### config.mk
export PLATFORM = sky130hd
export DESIGN_NAME = erm_front
export DESIGN_NICKNAME = d
export VERILOG_FILES = /design/src/erm_pkg.sv /design/src/erm_front.sv
export SDC_FILE = /design/constraint.sdc
export NUM_CORES = 1
export LEC_CHECK = 0
export ABC_AREA = 1
export BUFFER_PORTS_ARGS = -buffer_cell sky130_fd_sc_hd__buf_2
export CAP_MARGIN = 20
export CORE_MARGIN = 2
export CORE_UTILIZATION = 30
export CTS_BUF_LIST = sky130_fd_sc_hd__clkbuf_8
export CTS_CLUSTER_DIAMETER = 120
export CTS_CLUSTER_SIZE = 24
export DETAILED_ROUTE_END_ITERATION = 16
export HOLD_SLACK_MARGIN = 0.15
export MAX_ROUTING_LAYER = met4
export PLACE_DENSITY = 0.52
export SETUP_SLACK_MARGIN = 0.1
export SYNTH_ARGS = -nofsm -noshare
export SYNTH_HDL_FRONTEND = slang
export SYNTH_SLANG_ARGS = --single-unit
### constraint.sdc
create_clock -name clock -period 2.6 [get_ports clock]
set_input_delay 0.26 -clock clock [delete_from_list [all_inputs] [get_ports clock]]
set_output_delay 0.26 -clock clock [all_outputs]
set_load 0.01 [all_outputs]
### src/erm_pkg.sv
// ----------------------------------------------------------------------------
// Euler rotation matrix package
// Shared widths, fixed-point constants, beat types and arithmetic helpers.
// ----------------------------------------------------------------------------
package erm_pkg;

   localparam int ANGLE_WIDTH = 16;
   localparam int COEF_WIDTH  = 16;
   localparam int ANG_FRAC    = ANGLE_WIDTH - 4;
   localparam int OUT_FRAC    = COEF_WIDTH - 2;
   localparam int ANG_SHIFT   = 30 - ANG_FRAC;
   localparam int OUT_SHIFT   = 30 - OUT_FRAC;

   // Range reduction, CORDIC datapath, product operand, product and sum widths.
   localparam int RW = 36;
   localparam int ZW = 34;
   localparam int XW = 34;
   localparam int PW = 32;
   localparam int MW = 34;
   localparam int SW = 36;

   localparam int STEPS = 31;
   localparam int QDEPTH = 4;
   localparam int QAW = 2;
   localparam int QCW = 3;

   localparam logic signed [RW-1:0] PI_Q30      = 36'sd3373259426;
   localparam logic signed [RW-1:0] TWO_PI_Q30  = 36'sd6746518852;
   localparam logic signed [RW-1:0] HALF_PI_Q30 = 36'sd1686629713;
   localparam logic signed [XW-1:0] GAIN_INV    = 34'sd652032874;

   localparam logic signed [SW-1:0] OUT_HALF  = SW'((64'd1 << OUT_SHIFT) >> 1);
   localparam logic signed [SW-1:0] OUT_LIMIT = SW'(64'd1 << OUT_FRAC);

   typedef struct packed {
      logic signed [ANGLE_WIDTH-1:0] angle_x;
      logic signed [ANGLE_WIDTH-1:0] angle_y;
      logic signed [ANGLE_WIDTH-1:0] angle_z;
   } req_type;

   typedef struct packed {
      logic signed [COEF_WIDTH-1:0] m00;
      logic signed [COEF_WIDTH-1:0] m01;
      logic signed [COEF_WIDTH-1:0] m02;
      logic signed [COEF_WIDTH-1:0] m10;
      logic signed [COEF_WIDTH-1:0] m11;
      logic signed [COEF_WIDTH-1:0] m12;
      logic signed [COEF_WIDTH-1:0] m20;
      logic signed [COEF_WIDTH-1:0] m21;
      logic signed [COEF_WIDTH-1:0] m22;
   } rsp_type;

   // One reduced angle: residue in [-pi/2, pi/2] and the quadrant sign flip.
   typedef struct packed {
      logic signed [ZW-1:0] r;
      logic                 neg;
   } lane_type;

   // Lane 0 is x, lane 1 is y, lane 2 is z.
   typedef lane_type [2:0] item_type;

   function automatic logic signed [ZW-1:0] atan_q30(input logic [4:0] idx);
      logic signed [ZW-1:0] v;
      case (idx)
         5'd0:  v = 34'sd843314857;
         5'd1:  v = 34'sd497837829;
         5'd2:  v = 34'sd263043837;
         5'd3:  v = 34'sd133525159;
         5'd4:  v = 34'sd67021687;
         5'd5:  v = 34'sd33543516;
         5'd6:  v = 34'sd16775851;
         5'd7:  v = 34'sd8388437;
         5'd8:  v = 34'sd4194283;
         5'd9:  v = 34'sd2097149;
         default: v = ZW'(64'd1 << (30 - int'(idx)));
      endcase
      return v;
   endfunction

   // Widens an angle to Q.30 and wraps it into [0, 2pi).
   function automatic logic signed [RW-1:0] wrap_angle(
      input logic signed [ANGLE_WIDTH-1:0] ang);
      logic signed [RW-1:0] a;
      logic signed [RW-1:0] r;
      a = RW'(ang) <<< ANG_SHIFT;
      if (a >= TWO_PI_Q30) begin
         r = a - TWO_PI_Q30;
      end else if (a < 0) begin
         r = (a + TWO_PI_Q30 < 0) ? a + TWO_PI_Q30 + TWO_PI_Q30 : a + TWO_PI_Q30;
      end else begin
         r = a;
      end
      return r;
   endfunction

   // Folds a wrapped angle into [-pi/2, pi/2] and marks the sign flip.
   function automatic lane_type fold_angle(input logic signed [RW-1:0] w);
      logic signed [RW-1:0] r;
      lane_type             o;
      r = (w > PI_Q30) ? w - TWO_PI_Q30 : w;
      o.neg = 1'b0;
      if (r > HALF_PI_Q30) begin
         r = r - PI_Q30;
         o.neg = 1'b1;
      end else if (r < -HALF_PI_Q30) begin
         r = r + PI_Q30;
         o.neg = 1'b1;
      end
      o.r = r[ZW-1:0];
      return o;
   endfunction

   // Q.30 product with round half up.
   function automatic logic signed [MW-1:0] mul30(input logic signed [PW-1:0] a,
                                                  input logic signed [PW-1:0] b);
      logic signed [2*PW-1:0] p;
      p = (2*PW)'(a) * (2*PW)'(b) + (2*PW)'(64'sd536870912);
      return MW'(p >>> 30);
   endfunction

   function automatic logic signed [PW-1:0] to_op(input logic signed [MW-1:0] v);
      return v[PW-1:0];
   endfunction

   // Rounds a Q.30 value to the output format and clamps it to +-1.0.
   function automatic logic signed [COEF_WIDTH-1:0] to_out(
      input logic signed [SW-1:0] v);
      logic signed [SW-1:0] t;
      t = (v + OUT_HALF) >>> OUT_SHIFT;
      if (t > OUT_LIMIT) begin
         t = OUT_LIMIT;
      end else if (t < -OUT_LIMIT) begin
         t = -OUT_LIMIT;
      end
      return t[COEF_WIDTH-1:0];
   endfunction

endpackage

### src/erm_front.sv
// ----------------------------------------------------------------------------
// Euler rotation matrix front end
// Takes angle beats and reduces each angle to a quadrant residue in two stages.
// ----------------------------------------------------------------------------
module erm_front (
   input  logic              clock,
   input  logic              reset,
   input  logic              in_valid,
   input  erm_pkg::req_type  in_data,
   output logic              f1_valid,
   output logic              f2_valid,
   output erm_pkg::item_type f2_item
);

   logic                           v1_ff;
   logic                           v2_ff;
   logic signed [erm_pkg::RW-1:0]  w_ff [3];
   logic signed [erm_pkg::RW-1:0]  w_in [3];
   erm_pkg::item_type              item_ff;
   erm_pkg::item_type              item_in;

   always_comb begin
      w_in[0] = erm_pkg::wrap_angle(in_data.angle_x);
      w_in[1] = erm_pkg::wrap_angle(in_data.angle_y);
      w_in[2] = erm_pkg::wrap_angle(in_data.angle_z);
      for (int l = 0; l < 3; l++) begin
         item_in[l] = erm_pkg::fold_angle(w_ff[l]);
      end
   end

   always_ff @(posedge clock) begin
      if (reset) begin
         v1_ff <= 1'b0;
         v2_ff <= 1'b0;
      end else begin
         v1_ff <= in_valid;
         v2_ff <= v1_ff;
      end
      w_ff    <= w_in;
      item_ff <= item_in;
   end

   assign f1_valid = v1_ff;
   assign f2_valid = v2_ff;
   assign f2_item  = item_ff;

endmodule

* Yosys cells after proc, flatten, opt, wreduce, memory -nomap -nowiden
Index checks and enable logic that the tools add are counted.
Word-level totals: logic and storage cells 68, register bits after elaboration 215, bits of input ports 51
Cells by class: order comparisons 18, muxes and demuxes 21, add/subtract/negate cells 18
Operators by type and width (count):
- $mux 36 | 12
- $mux 34 | 6
- $add 36x34->36 const B | 3
- $gt 36x32->1 const B | 3
- $gt 36x33->1 const B | 3
- $lt 36x1->1 const B | 3
- $lt 36x32->1 const B | 3
- $sub 36x34->36 const B | 3
- $add 34x34->35 const B | 3
- $sub 34x34->35 const B | 3
- $add 34x33->34 const B | 3
- $ge 34x34->1 const B | 3
- $lt 34x1->1 const B | 3
- $sub 34x33->34 const B | 3
- $mux 1 | 3

* Logic depth before layout (Yosys ltp)
Gate-level depths: netlist of the first run.
depth after elaboration 5, mapped depth 25, mapped depth without buffers 24

* Least setup slack after synthesis of the first run
OpenSTA, ideal clock, no wires.
path kind register to register, start point register w_ff[50] (netlist name), end point register item_ff (netlist bit f2_item[57]), slack -128 ps, period minus slack after synthesis 2728 ps, required time 2488 ps, arrival 2616 ps, cell stages (with the launch flop) 22, library setup time 112 ps, path through dfxtp_1 -> inv_1 -> ha_1 -> ha_1 -> a21oi_2 -> nand2_1 -> nand2_1 -> nand2_1 -> nand3_1 -> nand2_1 -> nand2_1 -> nand2_1 -> nor2_1 -> nand2_1 -> nor2_1 -> nand3_1 -> nand3_2 -> nand2_2 -> buf_6 -> buf_4 -> nand2_1 -> nand2_1
RTL lines:
- from (decl) | line erm_front.sv:17 | logic signed [erm_pkg::RW-1:0] w_ff [3];
- from (signal assigned) | line erm_front.sv:39 | w_ff <= w_in;
- to (signal assigned) | line erm_front.sv:40 | item_ff <= item_in;
- to (decl) | line erm_front.sv:19 | erm_pkg::item_type item_ff;

==> impl_metrics.env, run 1 <==
export IMPL_finalSetupViolCount=70
export IMPL_synthFlopType="dfxtp_1"
export IMPL_synth_seq_cells=170
export IMPL_numClockSinks=170
export IMPL_rsz0062_at_grt="true"
export IMPL_grt_pass1_wl_um=96000
export IMPL_power_share_combinational_pct=72.2
export IMPL_synth_area_leaders="nand2_1 30%, dfxtp_1 20%, nor2_1 7.2%"
export IMPL_yosys_cell_types_count=49
export IMPL_post_synth_top_area_fraction_pct=29.8
export IMPL_slew_violations=0
export IMPL_worstSetupStartpointType="flip-flop"
export IMPL_synth_top_family_by_area="simple AND/OR/NAND/NOR gates"
export IMPL_p_switching_mw=9.80
export IMPL_wl_met3_um=2240
export IMPL_worstPathMaxFanout=6
export IMPL_synthSimpleGateAreaFrac_pct=50.6
export IMPL_htree_num_levels=4
export IMPL_ir_worst_vdd_uv=354
export IMPL_grt_max_degree=29
export IMPL_area_growth_pct=63.0
export IMPL_antenna_found_initial=1
export IMPL_final_setup_worst_slack_ps=-116
export IMPL_dieArea_mm2=0.0591
export IMPL_intPower_mw=10.9
export IMPL_skew_ps=35.8
export IMPL_drive_above_1_share_pct=40.4
export IMPL_leakagePower_nw=14.4
export IMPL_gp_congestion=0.934
export IMPL_crit_type="reg2reg"
export IMPL_cp_depth=22
export IMPL_routed_via_density=4.62
export IMPL_dr_pass1_iters=7
export IMPL_fin_util_pct=49.5
export IMPL_crit_chain="inv_2 -> ha_4 -> ha_4 -> a21oi_4 -> nand2_2 -> nand2_2 -> nand2_1 -> nand2_1 -> nand3_1 -> nand2_2 -> nand2_2 -> nor2_2 -> nand2_1 -> nor2_1 -> nand2_2 -> buf_6 -> nand3b_4 -> buf_12 -> buf_6 -> o21ai_2 -> nand2_1 -> nand2_2"
export IMPL_initial_core_util_pct=30.4
export IMPL_critical_path_slowest_cell="dfxtp_2"
export IMPL_top_layer="met4"
export IMPL_wl_per_cell_um=13.2
export IMPL_fmax_mhz=368
export IMPL_cp_data_required_time_ps=3040
export IMPL_grtUsageTotal_pct=20.1
export IMPL_synth_edf_count=0
export IMPL_met2_length_um=30200
export IMPL_detailed_place_hpwl_um=45000
export IMPL_yosys_area_top_type="nand2_1"
export IMPL_drtIter0Drc=850
export IMPL_finalCritPeriodShare_pct=104
export IMPL_status="finished, violations left"
export IMPL_synth_cells=3154
export IMPL_violations="negative setup slack"
export IMPL_yosysWarnings=0
export IMPL_hold_viol=0
export IMPL_vias=21800
export IMPL_synth_fa_ha_area_share_pct=1.97
export IMPL_nNetsFinal=4037
export IMPL_die_x_um=243
export IMPL_layout_commonest_cell="nand2_1"
export IMPL_drcViolationCount=0
export IMPL_worst_path_buf_inv=4
export IMPL_power_total_mw=20.7
export IMPL_hold_class="in2reg"
export IMPL_powerDensity_mw_per_mm2=739
export IMPL_switching_share_pct=47.4
export IMPL_wl_met1_um=28400
export IMPL_synthMuxAreaShare_pct=0
export IMPL_cap_violations=0
export IMPL_wirelength_um=62600
export IMPL_cp_top_family="simple AND/OR/NAND/NOR gates"
export IMPL_cts_root_buf="clkbuf_8"
export IMPL_clk_latency_ps=580
export IMPL_p_seq_share_pct=18.9
export IMPL_die_h_um=243
export IMPL_cts_clk_slew_worst_paths_ps=100
export IMPL_io_buffers=154
export IMPL_final_fill_count=5663
export IMPL_cts_buffer_depth=2
export IMPL_worstRegToRegCells=22
export IMPL_cp_common_cell="nand2_2"
export IMPL_syn_area_mm2=0.0171
export IMPL_synth_compound_area_share_pct=10.2
export IMPL_synth_xor_area_share_pct=6.79
export IMPL_arrival_ps=3160
export IMPL_grt_pass1_vias=19800
export IMPL_final_cell_mix="1095 x nand2_1, 555 x buf_4, 250 x inv_1, 241 x nand2_2, 198 x nor2_1"
export IMPL_numCtsBuffers=17
export IMPL_coreArea_mm2=0.0565
export IMPL_rows=87
export IMPL_synth_seq_area_share_pct=19.8
export IMPL_ios=158
export IMPL_holdPathStages=4
export IMPL_worst_path_largest_cell_delay_ps=360
export IMPL_postSynth_asyncResetShare_pct=0
export IMPL_cts_tree="done"
export IMPL_clockPowerShare_pct=8.9
export IMPL_ant_nets=0
export IMPL_overflow=0
export IMPL_syn_avg_cell_area_um2=5.44
export IMPL_min_period_ps=2720
export IMPL_crit_path_end_kind="flip-flop"
-- stage by stage --
| step | setup WS (ps) | hold slack [ps] | area, um2 | std cells | TNS (ps) |
|---|---|---|---|---|---|
| floorplan | 100 | 331 | 17200 | 3156 | 0 |
| global placement | -310 | 410 | 22400 | 4500 | -15190 |
| detailed placement | -274 | 415 | 22400 | 4500 | -18660 |
| CTS | -74.9 | 182 | 25500 | 4674 | -1710 |
| global route | -272 | 169 | 27900 | 4728 | -18640 |
| finish | -116 | 185 | 27900 | 4728 | -3440 |
-- layout make-up --
class | count | area (um2) | area share, %
tap | 756 | 946 | 3.39
timing repair buffer | 869 | 7140 | 25.6
clock inverter | 12 | 92.6 | 0.331
sequential | 170 | 3480 | 12.5
clock buffer | 19 | 262 | 0.936
multi-input combinational | 2567 | 14600 | 52.2
inverter | 329 | 1360 | 4.85
timing repair inverter | 5 | 58.8 | 0.210
antenna | 1 | 2.50 | 0.00896
-- metal layers --
layer / vias up / track usage (%)
met2: 423 / 33.2
met1: 9791 / 25.2
met3: 97 / 2.85
met4: 0 / 6.82
li1: 11500 / -
met5: - / -
-- path summary, 6_finish.rpt --
path,from,endpoint,slack [ps]
max,w_ff[14],f2_item[90],-120
min,in_data[16],w_ff[55],190
max reg2reg,w_ff[14],f2_item[90],-120
min reg2reg,f1_valid,f2_valid,430
-- worst min-delay path: stages --
cell,delay [ps]
buf_2,100
inv_1,70
ha_2,150
o21ai_0,100
-- synthesized netlist by cell type (24+ instances only) --
cell,count
a21oi_1,74
buf_2,24
buf_4,27
clkbuf_1,29
dfxtp_1,170
ha_1,27
inv_1,288
inv_2,28
nand2_1,1362
nand2_2,36
nand3_1,238
nand4_1,42
nor2_1,327
nor3_1,24
o21ai_0,125
o21ai_1,41
xor2_1,117
-- cells by family (layout without fill, tap and decap cells) --
group	Yosys count	after routing
buffers and inverters	422	1234
adder cells (fa/ha/maj)	27	27
XOR/XNOR	132	132
AO/OA/AOI/OAI	306	306
AND/OR/NAND/NOR	2096	2099
flip-flops	170	170
other	1	4
-- state kept, by name (all words and copies together) (netlist names) --
register and flops:
f1_valid 1, f2_item 99, f2_valid 1, w_ff 69
-- timing repair --
| action | 4_1_cts | 5_1_grt |
|---|---|---|
| endpoints found under the hold margin | 59 | 0 |
| gates cloned | 16 | 11 |
| endpoints found under the setup margin | 99 | 139 |
| hold buffers | 58 | 0 |
| gates resized for setup | 380 | 588 |
| pin swaps | 129 | 266 |
| buffers inserted | 71 | 48 |
-- power by group through the flow --
| stage | combinational [mW] | clock (mW) | sequential, mW |
|---|---|---|---|
| after floorplan | 6.28 | 0 | 4.29 |
| after global placement | 11.2 | 0 | 3.93 |
| after detailed placement | 11.2 | 0 | 3.94 |
| after CTS | 13.0 | 1.94 | 3.90 |
| after global routing | 16.3 | 2.04 | 4.00 |
| final | 14.9 | 1.84 | 3.91 |
(Power assumes the default switching activity.)
==> inputs of run 2 (changes only) <==
Settings changed: PLACE_DENSITY 0.52 to 0.5.
Clock period 2.6 ns to 3.43 ns, I/O delays scaled along.
==> run 2 against run 1 <==
Against the previous run:
- the flow now finishes without violations
- utilization decreased by 14 points
- clock skew decreased by 15 ps
- power decreased by 43%
- die area unchanged
- first-iteration DRC count increased by 33%
- via count decreased by 13%
- critical path depth increased by 1
- worst setup slack improved by 500 ps
- flip-flop and latch count unchanged
- cell area decreased by 28%
- final cell count decreased by 12%
- hold slack improved by 63 ps
==> impl_metrics.env, run 2 (synthesized netlist as in run 1, its figures left out) <==
export IMPL_layout_commonest_cell="nand2_1"
export IMPL_pre_cts_ws_ps=56.5
export IMPL_powerDensity_mw_per_mm2=586
export IMPL_cap_violations=0
export IMPL_cp_endpoint="f2_item[34]"
export IMPL_die_h_um=243
export IMPL_numClockSinks=170
export IMPL_coreArea_mm2=0.0565
export IMPL_antenna_found_initial=1
export IMPL_drtIter0Drc=1129
export IMPL_numCtsBuffers=17
export IMPL_ios=158
export IMPL_switching_share_pct=51.1
export IMPL_final_setup_worst_slack_ps=385
export IMPL_cts_clk_slew_worst_paths_ps=110
export IMPL_cts_buffer_depth=2
export IMPL_dieArea_mm2=0.0591
export IMPL_gp_congestion=0.925
export IMPL_initial_core_util_pct=30.4
export IMPL_cp_data_required_time_ps=3960
export IMPL_crit_type="reg2reg"
export IMPL_arrival_ps=3580
export IMPL_fin_util_pct=35.7
export IMPL_intPower_mw=5.77
export IMPL_fmax_mhz=328
export IMPL_hold_viol=0
export IMPL_clockPowerShare_pct=12.4
export IMPL_hold_class="in2reg"
export IMPL_rows=87
export IMPL_r2r_end="f2_item[34]"
export IMPL_overflow=0
export IMPL_drive_above_1_share_pct=12.8
export IMPL_grt_pass1_vias=17600
export IMPL_leakagePower_nw=10.8
export IMPL_worstPathMaxFanout=24
export IMPL_fin_setup_tns_ps=0
export IMPL_place_area_mm2=0.0190
export IMPL_finalSetupViolCount=0
export IMPL_wl_per_cell_um=13.1
export IMPL_largest_register_ffs=99
export IMPL_detailed_place_hpwl_um=43200
export IMPL_clk_latency_ps=590
export IMPL_min_period_ps=3040
export IMPL_final_cell_mix="1355 x nand2_1, 320 x nor2_1, 286 x inv_1, 237 x nand3_1, 164 x dfxtp_1"
export IMPL_skew_ps=20.5
export IMPL_p_seq_share_pct=25.4
export IMPL_grt_pass1_wl_um=90300
export IMPL_holdPathStages=4
export IMPL_slew_violations=0
export IMPL_worst_pin_slew_ps=684
export IMPL_crit_path_end_kind="flip-flop"
export IMPL_status="complete, no violations"
export IMPL_finalCritPeriodShare_pct=88.8
export IMPL_htree_num_levels=4
export IMPL_vias=19100
export IMPL_rsz0062_at_grt="false"
export IMPL_p_switching_mw=6.03
export IMPL_die_x_um=243
export IMPL_ant_nets=0
export IMPL_final_cell_area_mm2=0.0202
export IMPL_reg2reg_from="w_ff[89]"
export IMPL_cts_root_buf="clkbuf_8"
export IMPL_io_buffers=154
export IMPL_worstSetupStartpointType="flip-flop"
export IMPL_regToRegSetupSlack_ps=390
export IMPL_slew_headroom_pct=53.9
export IMPL_worst_setup_path_startpoint="w_ff[89]"
export IMPL_dr_pass1_iters=5
export IMPL_wirelength_um=54500
export IMPL_area_growth_pct=17.6
export IMPL_cts_tree="done"
export IMPL_grt_max_degree=33
export IMPL_worstRegToRegCells=23
export IMPL_grtUsageTotal_pct=19.1
export IMPL_ir_worst_vdd_uv=310
export IMPL_nNetsFinal=3459
export IMPL_drcViolationCount=0
export IMPL_power_total_mw=11.8
export IMPL_routed_via_density=4.60
export IMPL_power_share_combinational_pct=62.2
## run 2: changes by cell type in the layout (fill, tap and decap cells not counted), moves of 36 or more
cell	before	now
nor2_2	95	22
nor2_1	198	320
nor2_4	56	8
buf_6	54	3
buf_4	555	82
nand2_4	59	12
nand2_1	1095	1355
nand2_2	241	39
dfxtp_1	125	164
nand3_1	183	237
inv_1	250	286
nand3_2	51	9
## run 2: power by group through the flow
stage          logic (mW)  registers, mW  clock network [mW]
3_3_place_gp         7.20           3.06                   0
3_5_place_dp         7.15           3.06                   0
5_1_grt              8.36           3.07                1.64
6_report             7.34           3.00                1.47
2_1_floorplan        4.74           3.25                   0
4_1_cts              7.25           3.01                1.56
## run 2: area by class of cell
type / count / area, um2
Sequential cell: 170 / 3410
Fill cell: 6371 / 36300
Multi-Input combinational cell: 2567 / 12100
Clock inverter: 15 / 148
Clock buffer: 17 / 234
Antenna cell: 2 / 5.00
Timing Repair Buffer: 296 / 2060
Inverter: 329 / 1250
Tap cell: 756 / 946
## run 2: how the worst min path moves through the flow
stage	from	endpoint	slack, ps
after floorplan	reset	f1_valid	410
after global placement	f1_valid	f2_valid	410
after detailed placement	f1_valid	f2_valid	410
after CTS	in_data[4]	w_ff[22]	170
after global routing	in_data[4]	w_ff[22]	220
final	in_data[36]	w_ff[94]	250
## run 2: critical path, cell delays in order, from the launching register on
cell and delay (ps):
dfxtp_1 480, nand2_1 130, inv_2 100, nand2_2 80
nor2_4 130, nand3_2 90, nand2_2 100, nand2_4 110
buf_12 210, nand2_1 70, nand2_1 80, clkinv_1 140
nand2_1 80, nor2_2 180, nand2_2 110, nand2_2 130
nand2_1 90, nand2_1 160, nand2_1 130, nand2_1 80
nand2_1 50, nand2_1 120, nand2_1 70, nand2_1 60
## run 2: repair_timing
item	4_1_cts	5_1_grt
hold buffers	50	0
endpoints found under the hold margin	48	0
cloned	1	2
setup buffers	1	4
pin swaps	2	5
endpoints found under the setup margin	30	106
gates resized for setup	2	50
## run 2: metal layers
layer	wire length [um]	up-vias	part of all wire (%)	global-route usage, %
met5	0	-	0	-
met4	988	0	1.8	5.03
met3	2430	55	4.4	3.78
met2	24200	362	44	29.8
met1	27000	8334	49	25.1
li1	-	10400	-	-
## run 2: per-stage QoR
step	instances	hold slack [ps]
floorplan	3156	414
global placement	4060	413
detailed placement	4060	411
CTS	4144	173
global route	4151	217
finish	4152	249
