==> config.mk <==
export PLATFORM = sky130hd
export DESIGN_NAME = erm_queue
export DESIGN_NICKNAME = d
export VERILOG_FILES = /design/src/erm_pkg.sv /design/src/erm_queue.sv
export SDC_FILE = /design/constraint.sdc
export NUM_CORES = 1
export LEC_CHECK = 0
export BUFFER_PORTS_ARGS = -buffer_cell sky130_fd_sc_hd__clkbuf_2
export CELL_PAD_IN_SITES_DETAIL_PLACEMENT = 0
export CELL_PAD_IN_SITES_GLOBAL_PLACEMENT = 2
export CORE_MARGIN = 2
export CORE_UTILIZATION = 40
export CTS_CLUSTER_SIZE = 8
export DETAILED_ROUTE_END_ITERATION = 10
export GPL_ROUTABILITY_DRIVEN = 1
export HOLD_SLACK_MARGIN = 0.1
export PLACE_DENSITY_LB_ADDON = 0.1
export SYNTH_ARGS = -nofsm -noshare
export SYNTH_HDL_FRONTEND = slang
export SYNTH_SLANG_ARGS = --single-unit
==> constraint.sdc <==
create_clock -name clock -period 3.9 [get_ports clock]
set_clock_uncertainty 0.05 [all_clocks]
set_input_delay 0.39 -clock clock [delete_from_list [all_inputs] [get_ports clock]]
set_output_delay 0.39 -clock clock [all_outputs]
set_load 0.05 [all_outputs]
==> src/erm_pkg.sv <==
// ----------------------------------------------------------------------------
// Euler rotation matrix package
// Shared widths, fixed-point constants, beat types and arithmetic helpers.
// ----------------------------------------------------------------------------
package erm_pkg;

   localparam int ANGLE_WIDTH = 16;
   localparam int COEF_WIDTH  = 16;
   localparam int ANG_FRAC    = ANGLE_WIDTH - 4;
   localparam int OUT_FRAC    = COEF_WIDTH - 2;
   localparam int ANG_SHIFT   = 30 - ANG_FRAC;
   localparam int OUT_SHIFT   = 30 - OUT_FRAC;

   // Range reduction, CORDIC datapath, product operand, product and sum widths.
   localparam int RW = 36;
   localparam int ZW = 34;
   localparam int XW = 34;
   localparam int PW = 32;
   localparam int MW = 34;
   localparam int SW = 36;

   localparam int STEPS = 31;
   localparam int QDEPTH = 4;
   localparam int QAW = 2;
   localparam int QCW = 3;

   localparam logic signed [RW-1:0] PI_Q30      = 36'sd3373259426;
   localparam logic signed [RW-1:0] TWO_PI_Q30  = 36'sd6746518852;
   localparam logic signed [RW-1:0] HALF_PI_Q30 = 36'sd1686629713;
   localparam logic signed [XW-1:0] GAIN_INV    = 34'sd652032874;

   localparam logic signed [SW-1:0] OUT_HALF  = SW'((64'd1 << OUT_SHIFT) >> 1);
   localparam logic signed [SW-1:0] OUT_LIMIT = SW'(64'd1 << OUT_FRAC);

   typedef struct packed {
      logic signed [ANGLE_WIDTH-1:0] angle_x;
      logic signed [ANGLE_WIDTH-1:0] angle_y;
      logic signed [ANGLE_WIDTH-1:0] angle_z;
   } req_type;

   typedef struct packed {
      logic signed [COEF_WIDTH-1:0] m00;
      logic signed [COEF_WIDTH-1:0] m01;
      logic signed [COEF_WIDTH-1:0] m02;
      logic signed [COEF_WIDTH-1:0] m10;
      logic signed [COEF_WIDTH-1:0] m11;
      logic signed [COEF_WIDTH-1:0] m12;
      logic signed [COEF_WIDTH-1:0] m20;
      logic signed [COEF_WIDTH-1:0] m21;
      logic signed [COEF_WIDTH-1:0] m22;
   } rsp_type;

   // One reduced angle: residue in [-pi/2, pi/2] and the quadrant sign flip.
   typedef struct packed {
      logic signed [ZW-1:0] r;
      logic                 neg;
   } lane_type;

   // Lane 0 is x, lane 1 is y, lane 2 is z.
   typedef lane_type [2:0] item_type;

   function automatic logic signed [ZW-1:0] atan_q30(input logic [4:0] idx);
      logic signed [ZW-1:0] v;
      case (idx)
         5'd0:  v = 34'sd843314857;
         5'd1:  v = 34'sd497837829;
         5'd2:  v = 34'sd263043837;
         5'd3:  v = 34'sd133525159;
         5'd4:  v = 34'sd67021687;
         5'd5:  v = 34'sd33543516;
         5'd6:  v = 34'sd16775851;
         5'd7:  v = 34'sd8388437;
         5'd8:  v = 34'sd4194283;
         5'd9:  v = 34'sd2097149;
         default: v = ZW'(64'd1 << (30 - int'(idx)));
      endcase
      return v;
   endfunction

   // Widens an angle to Q.30 and wraps it into [0, 2pi).
   function automatic logic signed [RW-1:0] wrap_angle(
      input logic signed [ANGLE_WIDTH-1:0] ang);
      logic signed [RW-1:0] a;
      logic signed [RW-1:0] r;
      a = RW'(ang) <<< ANG_SHIFT;
      if (a >= TWO_PI_Q30) begin
         r = a - TWO_PI_Q30;
      end else if (a < 0) begin
         r = (a + TWO_PI_Q30 < 0) ? a + TWO_PI_Q30 + TWO_PI_Q30 : a + TWO_PI_Q30;
      end else begin
         r = a;
      end
      return r;
   endfunction

   // Folds a wrapped angle into [-pi/2, pi/2] and marks the sign flip.
   function automatic lane_type fold_angle(input logic signed [RW-1:0] w);
      logic signed [RW-1:0] r;
      lane_type             o;
      r = (w > PI_Q30) ? w - TWO_PI_Q30 : w;
      o.neg = 1'b0;
      if (r > HALF_PI_Q30) begin
         r = r - PI_Q30;
         o.neg = 1'b1;
      end else if (r < -HALF_PI_Q30) begin
         r = r + PI_Q30;
         o.neg = 1'b1;
      end
      o.r = r[ZW-1:0];
      return o;
   endfunction

   // Q.30 product with round half up.
   function automatic logic signed [MW-1:0] mul30(input logic signed [PW-1:0] a,
                                                  input logic signed [PW-1:0] b);
      logic signed [2*PW-1:0] p;
      p = (2*PW)'(a) * (2*PW)'(b) + (2*PW)'(64'sd536870912);
      return MW'(p >>> 30);
   endfunction

   function automatic logic signed [PW-1:0] to_op(input logic signed [MW-1:0] v);
      return v[PW-1:0];
   endfunction

   // Rounds a Q.30 value to the output format and clamps it to +-1.0.
   function automatic logic signed [COEF_WIDTH-1:0] to_out(
      input logic signed [SW-1:0] v);
      logic signed [SW-1:0] t;
      t = (v + OUT_HALF) >>> OUT_SHIFT;
      if (t > OUT_LIMIT) begin
         t = OUT_LIMIT;
      end else if (t < -OUT_LIMIT) begin
         t = -OUT_LIMIT;
      end
      return t[COEF_WIDTH-1:0];
   endfunction

endpackage

==> src/erm_queue.sv <==
// ----------------------------------------------------------------------------
// Euler rotation matrix queue
// Short register queue between the reduction front end and the CORDIC back end.
// ----------------------------------------------------------------------------
module erm_queue (
   input  logic                    clock,
   input  logic                    reset,
   input  logic                    wr,
   input  erm_pkg::item_type       wr_item,
   output logic                    rd,
   output erm_pkg::item_type       rd_item,
   output logic [erm_pkg::QCW-1:0] count
);

   erm_pkg::item_type           mem_ff [erm_pkg::QDEPTH];
   logic [erm_pkg::QAW-1:0]     wp_ff;
   logic [erm_pkg::QAW-1:0]     rp_ff;
   logic [erm_pkg::QCW-1:0]     cnt_ff;
   logic [erm_pkg::QCW-1:0]     cnt_in;

   // The back end never stalls, so any stored beat leaves at once.
   assign rd      = (cnt_ff != '0);
   assign rd_item = mem_ff[rp_ff];
   assign count   = cnt_ff;

   always_comb begin
      cnt_in = cnt_ff;
      if (wr && !rd) begin
         cnt_in = cnt_ff + 1'b1;
      end else if (!wr && rd) begin
         cnt_in = cnt_ff - 1'b1;
      end
   end

   always_ff @(posedge clock) begin
      if (reset) begin
         wp_ff  <= '0;
         rp_ff  <= '0;
         cnt_ff <= '0;
      end else begin
         cnt_ff <= cnt_in;
         if (wr) begin
            wp_ff <= wp_ff + 1'b1;
         end
         if (rd) begin
            rp_ff <= rp_ff + 1'b1;
         end
      end
      if (wr) begin
         mem_ff[wp_ff] <= wr_item;
      end
   end

   a_count_bound: assert property (@(posedge clock) disable iff (reset)
      cnt_ff <= erm_pkg::QCW'(erm_pkg::QDEPTH))
      else $error("queue count exceeds depth");

   a_no_overflow: assert property (@(posedge clock) disable iff (reset)
      !(wr && !rd && cnt_ff == erm_pkg::QCW'(erm_pkg::QDEPTH)))
      else $error("queue written while full");

   a_count_step: assert property (@(posedge clock) disable iff (reset)
      (wr && !rd) |=> (cnt_ff == $past(cnt_ff) + 1'b1))
      else $error("queue count did not advance on write");

endmodule

Yosys cells after proc, flatten, opt, wreduce, memory -nomap -nowiden
Memory sizes are Yosys's and may differ from the RTL's. A register that Yosys moved wholly into a read port is not among the register bits.
Cells that the tools add are included.
{"block": "totals", "regBits": 7, "latch_bits": 0, "mem_bits_rw": 420, "mem_bits_ro": 0, "inputBits": 108, "output_inout_bits": 109, "elab_cells": 20, "memories": 1}
{"block": "classes", "add_sub_neg": 4, "n_mul": 0, "div": 0, "n_lt_le_gt_ge": 0, "eq_ne": 0, "n_shift": 0, "mux": 6, "n_bitwise": 0, "reduce_logical": 6}
{"name": "mem_ff", "words": 4, "width": 105, "read_ports": 1, "rd_clocked_by_memory_dff": 1, "wr": 1, "line": "erm_queue.sv:15", "text": "erm_pkg::item_type mem_ff [erm_pkg::QDEPTH];"}
{"op": "$mux W3", "n": 2}
{"op": "$add A2 B1 Y2 const B", "n": 2}
{"op": "$mux W2", "n": 2}
{"op": "$add A3 B1 Y3 const B", "n": 1}
{"op": "$reduce_bool A3 Y1", "n": 1}
{"op": "$sub A3 B1 Y3 const B", "n": 1}
{"op": "$logic_and A1 B1 Y1", "n": 2}
{"op": "$logic_not A1 Y1", "n": 2}
{"op": "$mux W1", "n": 2}
{"op": "$reduce_bool A2 Y1", "n": 1}

Depth between registers and ports, before layout
Gate-level depths: netlist of run 1.
{"block": "logic_depth", "word_depth": 4, "ltp_mapped": 5, "depth_no_buf": 5}

Least setup slack after synthesis of run 1
No wires, ideal clock.
{"block": "synth_timing", "path_type": "register to register", "startpoint": "register wp_ff[0] in the netlist's numbering", "endpoint": "memory mem_ff[0][0] in the netlist's numbering, enable pin", "setup_ps": 476, "arrival_time_ps": 2965, "t_required_ps": 3374, "path_slack_ps": 409, "stages_incl_launch_ff": 4, "n_path_buf": 0, "synth_period_minus_slack_ps": 3491, "cell_sequence": "dfxtp_1 > inv_1 > ha_1 > and2_1"}
{"item": "start: declaration", "line": "erm_queue.sv:16", "text": "logic [erm_pkg::QAW-1:0] wp_ff;"}
{"item": "start signal: assignment", "line": "erm_queue.sv:43", "text": "wp_ff <= wp_ff + 1'b1;"}
{"item": "end: declaration", "line": "erm_queue.sv:15"}
Straight into the memory's write port.

==> metrics, run 1 <==
status=finished, final reports clean; Num Clock Sinks=429; Int Pwr=9.373 mW; gr ovfl total=0; placed cell areas=17320 um2; Pins Over Slew Limit=0; area of the mapped netlist=15590 um2; Hold EP=wp_ff[0]$_SDFFE_PP0P_; storage element area=12800 um2; synthesis-to-finish area growth=27.97%; Netlist cell types=23; htree depth=2; Critical R2R Capture=mem_ff[1][87]$_DFFE_PP_; clk buf depth=3; Fmax achieved=0.3267 GHz; clock share of power=31.3%; sw power=4.776 mW; Sum Neg Setup Slack=0 ns; pwr/cell area=709.0 nW/um2; crit path kind=reg2out; CTS tree=done; clock latency on the worst-skew pair=0.58 ns; crit path DAT=2.62 ns; Yosys warning count=0; antenna viol nets, final=0; Final #Nets=1076; peak supply drop=487.8 uV; Crit path required time=3.46 ns; Rows=72; share of layout cells above drive strength 1=41.13%; reg-to-reg startpoint=wp_ff[0]$_SDFFE_PP0P_; DRC=0; routed len/inst=21.48 um; crit share post-route=78.50%; most frequent cells in the layout=edfxtp_1 (420), clkbuf_2 (216), dlygate4sd3_1 (106); # diodes=0; clock root buffer=clkbuf_16; DIE WIDTH=201.4 um; Die Ht=201.4 um; Syn Inst Count=594; Reg power frac=39.2%; hold_sp=wr; # port buffers=216; setup ws final=0.8387 ns; initial antenna violation count=1; vias in the first global route=8422; Pleak=6.830 nW; sequential element share of the synthesized area=82.03%; CTS Buf Count=59; Tmin final=3.061 ns; DRT iter0 DRCs=298; synthesized area per cell=26.25 um2; detailed-route wire length=32080 um; Post-Syn Nets=707; I/O pin count=217; Yosys reg bits=429; Worst Max-Slew Pin Slew=0.9269 ns; Layout fillers=3117; switching share of power=33.75%; Initial Util=40.44%; overall routing resource usage=16.10%; setup violators final=0; Pre-Repair DR Iteration Count=4; hold depth=3; most common cell after layout, fill and taps aside=edfxtp_1; final hold vios=0; first-pass GRT wire length=49080 um; RSZ-0062 raised after global routing=false; die area=40580 um2; pre-CTS setup slack=1.366 ns; reg2reg setup slack=1.77 ns; Worst Reg-to-Reg Cells=3; max-capacitance violation count=0; Logic pwr share=29.5%; GPL Wtd Cong=0.7162; area of the multi-input gates=2611 um2; worst-path fanout max=46; routed via count=7489; Final Instance Area=19960 um2; largest net degree at the start of global routing=66; Clock transition at path regs=0.05 ns; Core ar.=38560 um2; critical path endpoint category=output pin; Min-Delay Path Class=in2reg; relative slew slack=38.21%; drt via density=5.016; dpl hpwl=18960 um; CP startpoint kind=register
what timing repair did:
action                                  CTS  global route
endpoints found under the setup margin    0             0
gates resized for setup                   0             0
buffers inserted                          0             0
hold buffers                            106             0
endpoints found under the hold margin   428             0
final cells by class:
| class | instances | area share, % |
|---|---|---|
| inverter | 3 | 0.05643 |
| clock inverter | 1 | 0.02508 |
| tap | 518 | 3.248 |
| clock buffer | 72 | 7.856 |
| sequential | 429 | 64.14 |
| timing repair buffer | 333 | 11.59 |
| multi-input combinational | 137 | 13.09 |
power groups by stage:
stage	sequential, mW	combinational (mW)	clock [mW]
6_report	5.54	4.18	4.43
5_1_grt	5.57	4.38	4.75
4_1_cts	5.55	4.26	4.56
3_5_place_dp	5.64	4.15	0
3_3_place_gp	5.62	4.12	0
2_1_floorplan	5.52	3.33	0
Yosys cell counts:
| cell type | number | area [um2] |
|---|---|---|
| o31ai_1 | 1 | 7.510 |
| buf_6 | 1 | 11.26 |
| xor2_1 | 3 | 26.28 |
| buf_8 | 5 | 75.07 |
| mux2i_1 | 1 | 10.01 |
| nor3_1 | 1 | 5.000 |
| nor2_1 | 7 | 26.28 |
| and2_1 | 4 | 25.02 |
| o21ai_0 | 2 | 10.01 |
| edfxtp_1 | 420 | 12610 |
| mux2_4 | 1 | 15.01 |
| a21o_1 | 1 | 7.510 |
| mux4_2 | 105 | 2365 |
| buf_2 | 12 | 60.06 |
| xnor2_1 | 2 | 17.52 |
| a21oi_1 | 1 | 5.000 |
| ha_1 | 5 | 62.56 |
| inv_1 | 3 | 11.26 |
| or3_1 | 2 | 12.51 |
| dfxtp_1 | 9 | 180.2 |
| nor2b_1 | 1 | 6.260 |
| buf_12 | 1 | 20.02 |
| clkbuf_1 | 6 | 22.52 |
cell families (layout without fill, tap and decap cells):
logic type	count (synthesis)	after routing	synth area share [%]
DFF	429	429	82.03
muxes	107	107	15.33
buffers and inverters	28	409	1.284
and+or+nand+nor	15	15	0.4814
adders and majority gates	5	5	0.4012
AOI/OAI and AO/OA	5	5	0.1926
xor gates and xnor gates	5	5	0.2809
critical path: stages (launching register included):
cell	delay, ns
dfxtp_4	0.72
buf_12	0.42
mux4_2	0.59
clkbuf_2	0.26
how the worst max path moves through the flow:
| stage | start | to | slack, ns | cells past startpoint |
|---|---|---|---|---|
| final | register | rd_item[48] | 0.84 | 3 |
| after global routing | register | rd_item[48] | 0.65 | 3 |
| after CTS | register | rd_item[48] | 0.73 | 3 |
| after detailed placement | register | rd_item[79] | 1.37 | 3 |
| after global placement | register | rd_item[33] | 1.37 | 3 |
| after floorplan | wp_ff[0]$_SDFFE_PP0P_ | mem_ff[0][0]$_DFFE_PP_ | 0.41 | 3 |
per-layer routing:
| metal | GRT usage [%] | share of wire [%] |
|---|---|---|
| met1 | 20.61 | 41 |
| met2 | 26.56 | 50 |
| met3 | 4.308 | 6.8 |
| met4 | 5.882 | 2.3 |
| met5 | 0 | 0.041 |
flip-flops by register name, indices dropped and copies added, names as in the netlist, named ones only:
register / cells
rp_ff: 2
wp_ff: 2
mem_ff: 420
count: 3
metrics by stage:
step           power (mW)  hold WS [ns]  cells  utilization (%)
6_report            14.15        0.1858   1493            51.76
5_1_grt             14.70        0.1750   1493            51.76
4_1_cts             14.36        0.1484   1493            51.76
3_5_place_dp        9.789        0.4838   1314            44.92
3_3_place_gp        9.747        0.4509   1314            44.92
2_1_floorplan       8.846        0.4347    594                -
(Power assumes the default switching activity.)
==> run 2, diff against run 1 <==
Clock period 3.9 ns to 3.15 ns, I/O delays scaled along.
==> metrics, run 2 (synthesized netlist as in run 1, its figures left out) <==
status=finished, final reports clean; Fmax achieved=0.3518 GHz; largest net degree at the start of global routing=54 (-18%); Num Clock Sinks=429 (unchanged); Worst Max-Slew Pin Slew=0.6869 ns (-0.2399 ns); crit share post-route=90.24%; die area=40580 um2 (unchanged); CTS tree=done; Initial Util=40.44% (unchanged); # diodes=0 (unchanged); Critical R2R Capture=mem_ff[0][35]$_DFFE_PP_; Clock transition at path regs=0.05 ns (about the same); Crit path required time=2.78 ns (-0.68 ns); critical path endpoint category=output pin; Tmin final=2.843 ns; most frequent cells in the layout=edfxtp_1 (420), clkbuf_2 (216), dlygate4sd3_1 (106); share of layout cells above drive strength 1=40.77% (-0.36 points); setup violators final=0 (unchanged); vias in the first global route=8493 (+0.84%); Pleak=6.861 nW (+0.46%); CP startpoint kind=register; final hold vios=0 (unchanged); reg2reg setup slack=1.20 ns (-0.57 ns); CTS resizes=0 (unchanged); worst-path fanout max=45 (-2.2%); routed len/inst=21.79 um (+1.4%); DIE WIDTH=201.4 um (unchanged); pwr/cell area=881.9 nW/um2 (+24%); Overall Power=17.66 mW (+25%); Sum Neg Setup Slack=0 ns (unchanged); Pre-Repair DR Iteration Count=4 (unchanged); htree depth=2 (unchanged); GPL Wtd Cong=0.7067 (-1.3%); first-pass GRT wire length=50230 um (+2.3%); Core ar.=38560 um2 (unchanged); routed via count=7519 (+0.40%); setup ws final=0.3073 ns (-0.5314 ns); detailed-route wire length=32880 um (+2.5%); RSZ-0062 raised after global routing=false; worst setup path end=rd_item[79]; CTS Buf Count=59 (unchanged); crit path kind=reg2out; Final #Nets=1079 (+0.28%); clk buf depth=3 (unchanged); clock latency on the worst-skew pair=0.58 ns (about the same); I/O pin count=217 (unchanged); clock root buffer=clkbuf_16; DRT iter0 DRCs=377 (+27%); antenna viol nets, final=0 (unchanged); dpl hpwl=19540 um (+3.0%); # port buffers=216 (unchanged); pre-CTS setup slack=0.8453 ns (-0.5210 ns); relative slew slack=54.21% (+16 points); Biggest register=mem_ff; max-capacitance violation count=0 (unchanged); Die Ht=201.4 um (unchanged); Rows=72 (unchanged); max FFs per register=420 (unchanged); DRC=0 (unchanged); overall routing resource usage=16.44% (+0.34 points); initial antenna violation count=1 (unchanged); synthesis-to-finish area growth=28.43%; drt via density=4.983 (-0.66%); crit path DAT=2.48 ns (-0.14 ns); reg-to-reg startpoint=wp_ff[0]$_SDFFE_PP0P_; gr ovfl total=0 (unchanged); Worst Reg-to-Reg Cells=4 (+1); Min-Delay Path Class=in2reg; most common cell after layout, fill and taps aside=edfxtp_1; hold slack final=0.1397 ns (-0.04610 ns); Pins Over Slew Limit=0 (unchanged); peak supply drop=515.6 uV (+5.7%)
==> run 2: changes by cell type in the layout (fill, tap and decap cells not counted), sizes merged <==
cell,previous run,this run
buf,11,14
clkbuf,288,301
==> run 2: worst min path at each step <==
stage / depth (start not counted) / start / to
5_1_grt: 3 / wr / wp_ff[1]$_SDFFE_PP0P_
3_5_place_dp: 2 / rp_ff[1]$_SDFFE_PP0P_ / register
6_report: 3 / wr / wp_ff[1]$_SDFFE_PP0P_
4_1_cts: 3 / wr / wp_ff[1]$_SDFFE_PP0P_
2_1_floorplan: 0 / wr_item[0] / mem_ff[0][0]$_DFFE_PP_
3_3_place_gp: 2 / rp_ff[1]$_SDFFE_PP0P_ / register
==> run 2: area by class of cell <==
cell class / instances / area (um2)
multi-input cells: 137 / 2611
flip-flops and latches: 429 / 12800
fillers: 3138 / 18530
repair buffers: 336 / 2335
well taps: 518 / 648.1
clock buffers: 85 / 1617
clock inverters: 1 / 5.005
inverters: 3 / 11.26
==> run 2: critical path, cell delays in order, from the launching register on <==
cell and delay [ns]:
dfxtp_4 0.58, buf_12 0.40, mux4_2 0.61, clkbuf_2 0.26
==> run 2: per-stage QoR <==
stage	instance area [um2]	cells	utilization [%]
finish	20030	1509	51.94
global route	20030	1509	51.94
CTS	20030	1509	51.94
detailed placement	17340	1317	44.98
global placement	17340	1317	44.98
floorplan	15600	594	-
==> run 2: what timing repair did <==
action | CTS | global route
endpoints found under the setup margin | 0 | 0
endpoints found under the hold margin | 428 | 0
hold buffers | 106 | 0
buffers inserted | 0 | 0
==> run 2: layer usage <==
metal,vias to the layer above,share of wire (%),track usage [%]
li1,3295,-,-
met1,3975,41,21.06
met2,204,51,27.40
met3,43,6.2,4.454
met4,2,1.9,5.305
met5,-,0.040,0
==> run 2: power by group <==
group | internal (mW) | leakage (nW) | total (mW) | switching, mW
combinational | 1.63 | 2.14 | 5.24 | 3.61
clock | 3.46 | 0.784 | 5.60 | 2.14
sequential | 6.60 | 3.93 | 6.83 | 0.226
==> run 3, diff against run 2 <==
Settings changed: ABC_AREA set to 1, CTS_CLUSTER_DIAMETER set to 50.
==> metrics, run 3 <==
count leader, synth=edfxtp_1; synthesis-to-finish area growth=26.61%; reg2reg setup slack=1.28 ns (+0.08 ns); Sum Neg Setup Slack=0 ns (unchanged); detailed-route wire length=37430 um (+14%); I/O pin count=217 (unchanged); Netlist cell types=22 (-4.3%); status=finished, final reports clean; clk buf depth=3 (unchanged); peak supply drop=483.2 uV (-6.3%); routed via count=9822 (+31%); Hold EP=mem_ff[1][18]$_DFFE_PP_; most frequent cells in the layout=edfxtp_1 (420), nor2_1 (218), clkbuf_2 (216); dominant synthesized flop cell=edfxtp_1; share of layout cells above drive strength 1=21.90% (-19 points); clock latency on the worst-skew pair=0.58 ns (about the same); largest net degree at the start of global routing=119 (+120%); Core ar.=39730 um2 (+3.0%); Pleak=7.241 nW (+5.5%); max-capacitance violation count=0 (unchanged); Post-Syn Nets=1192 (+69%); hold_sp=wr_item[18]; Layout fillers=3452 (+10%); Worst Max-Slew Pin Slew=0.5878 ns (-0.09915 ns); initial antenna violation count=1 (unchanged); Post-synth EDFFs=420 (unchanged); post-CTS setup buffers=0 (unchanged); Min-Delay Path Class=in2reg; Pins Over Slew Limit=0 (unchanged); Worst Reg-to-Reg Cells=5 (+1); routed len/inst=19.09 um (-12%); clock root buffer=clkbuf_16; GPL Wtd Cong=0.7351 (+4.0%); synth cell count leaders=edfxtp_1 (420), nor2_1 (218), o21ai_0 (111); drt via density=5.009 (+0.52%); vias in the first global route=9680 (+14%); htree depth=2 (unchanged); area of the mapped netlist=16100 um2 (+3.2%); Critical R2R Capture=mem_ff[1][99]$_DFFE_PP_; first-pass GRT wire length=56330 um (+12%); Fmax achieved=0.3566 GHz (+1.4%); critical path endpoint category=output pin; Rows=73 (+1.4%); # port buffers=216 (unchanged); most common cell after layout, fill and taps aside=edfxtp_1; die area=41860 um2 (+3.2%); crit path kind=reg2out; post-synthesis async set-or-reset flop share=0% (unchanged); Num Clock Sinks=429 (unchanged); overall routing resource usage=17.84% (+1.4 points); Yosys warning count=0 (unchanged); top post-synthesis cells by area=edfxtp_1 (78%), nor2_1 (5.1%), o22ai_1 (4.1%), o21ai_0 (3.5%), o21ai_1 (3.1%); max FFs per register=420 (unchanged); gr ovfl total=0 (unchanged); Crit path required time=2.78 ns (about the same); RSZ-0062 raised after global routing=false; reg-to-reg startpoint=wp_ff[1]$_SDFFE_PP0P_; Inst Count DP=1773 (+35%); crit path DAT=2.44 ns (-0.04 ns); CTS tree=done; setup violators final=0 (unchanged); Tmin final=2.804 ns (-0.03854 ns); CP startpoint kind=register; sequential element share of the synthesized area=79.47% (-2.6 points); share of the synthesized area in the top cell type=78.35% (-2.5 points); CTS Buf Count=60 (+1.7%); Final #Nets=1530 (+42%); synthesized area per cell=14.92 um2 (-43%); DRT iter0 DRCs=497 (+32%); Die Ht=204.6 um (+1.6%); Initial Util=40.51% (+0.070 points); pwr/cell area=963.0 nW/um2 (+9.2%); Clock transition at path regs=0.05 ns (about the same); relative slew slack=60.81% (+6.6 points); crit share post-route=89.02% (-1.2 points); Synth area leader=edfxtp_1; hold slack final=0.4273 ns (+0.2876 ns); antenna viol nets, final=0 (unchanged); hold depth=2 (-1); DIE WIDTH=204.6 um (+1.6%); DRC=0 (unchanged); Biggest register=mem_ff; dpl hpwl=20280 um (+3.8%); Final Non-Filler Cells=1961 (+30%); Pre-Repair DR Iteration Count=4 (unchanged); final hold vios=0 (unchanged); Yosys reg bits=429 (unchanged); worst-path fanout max=58 (+29%); Syn Inst Count=1079 (+82%)
run 3: cell families (layout without fill, tap and decap cells):
logic type,Yosys count,after routing,synth area share [%]
buffers and inverters,86,441,3.630
AND/OR/NAND/NOR,236,236,5.534
AO/OA/AOI/OAI,323,323,10.98
adder cells (fa/ha/maj),5,5,0.3887
flip-flops,429,429,79.47
other,0,2,0
run 3: worst max-delay path by stage:
stage / slack (ns) / cells after the start / startpoint / end
after floorplan: 0.03 / 4 / wp_ff[0]$_SDFFE_PP0P_ / mem_ff[2][0]$_DFFE_PP_
after global placement: 0.94 / 4 / register / rd_item[45]
after detailed placement: 0.90 / 4 / register / rd_item[45]
after CTS: 0.25 / 4 / register / rd_item[45]
after global routing: 0.23 / 4 / register / rd_item[45]
final: 0.35 / 5 / register / rd_item[13]
run 3: final cells by class:
type / instances / area (um2) / share of cell area (%)
tap: 525 / 656.9 / 3.223
antenna: 2 / 5.005 / 0.02456
clock inverter: 3 / 25.02 / 0.1228
inverter: 18 / 83.83 / 0.4113
clock buffer: 76 / 1604 / 7.871
timing repair buffer: 344 / 2485 / 12.19
sequential: 429 / 12800 / 62.81
multi-input combinational: 564 / 2720 / 13.35
run 3: what timing repair did:
action / in CTS / in global routing
hold endpoints to repair: 428 / 0
gates resized for setup: 0 / 0
hold buffers: 107 / 0
run 3: worst max-delay path: stages (launching register included):
cell,delay [ns]
dfxtp_4,0.42
inv_6,0.38
buf_4,0.33
o21ai_1,0.09
o22ai_1,0.23
clkbuf_2,0.33
run 3: metal layers:
metal / vias up / routed length, um / global-route usage, %
met4: 0 / 776 / 5.254
met3: 61 / 2243 / 4.820
met2: 221 / 17850 / 28.99
met5: - / 0 / 0
met1: 4807 / 16560 / 23.49
li1: 4733 / - / -
run 3: report_power, final:
part | internal, mW | switching [mW]
clock | 3.47 | 2.16
sequential | 6.57 | 0.174
combinational | 1.61 | 5.64
total | 11.7 | 7.97
run 3: metrics by stage:
step | area, um2 | setup WS [ns] | power [mW] | util [%]
floorplan | 16100 | 0.02672 | 12.40 | -
global placement | 17670 | 0.9446 | 14.08 | 44.48
detailed placement | 17670 | 0.8969 | 14.10 | 44.48
CTS | 20370 | 0.2492 | 19.89 | 51.28
global route | 20370 | 0.2282 | 20.53 | 51.28
finish | 20380 | 0.3458 | 19.63 | 51.29
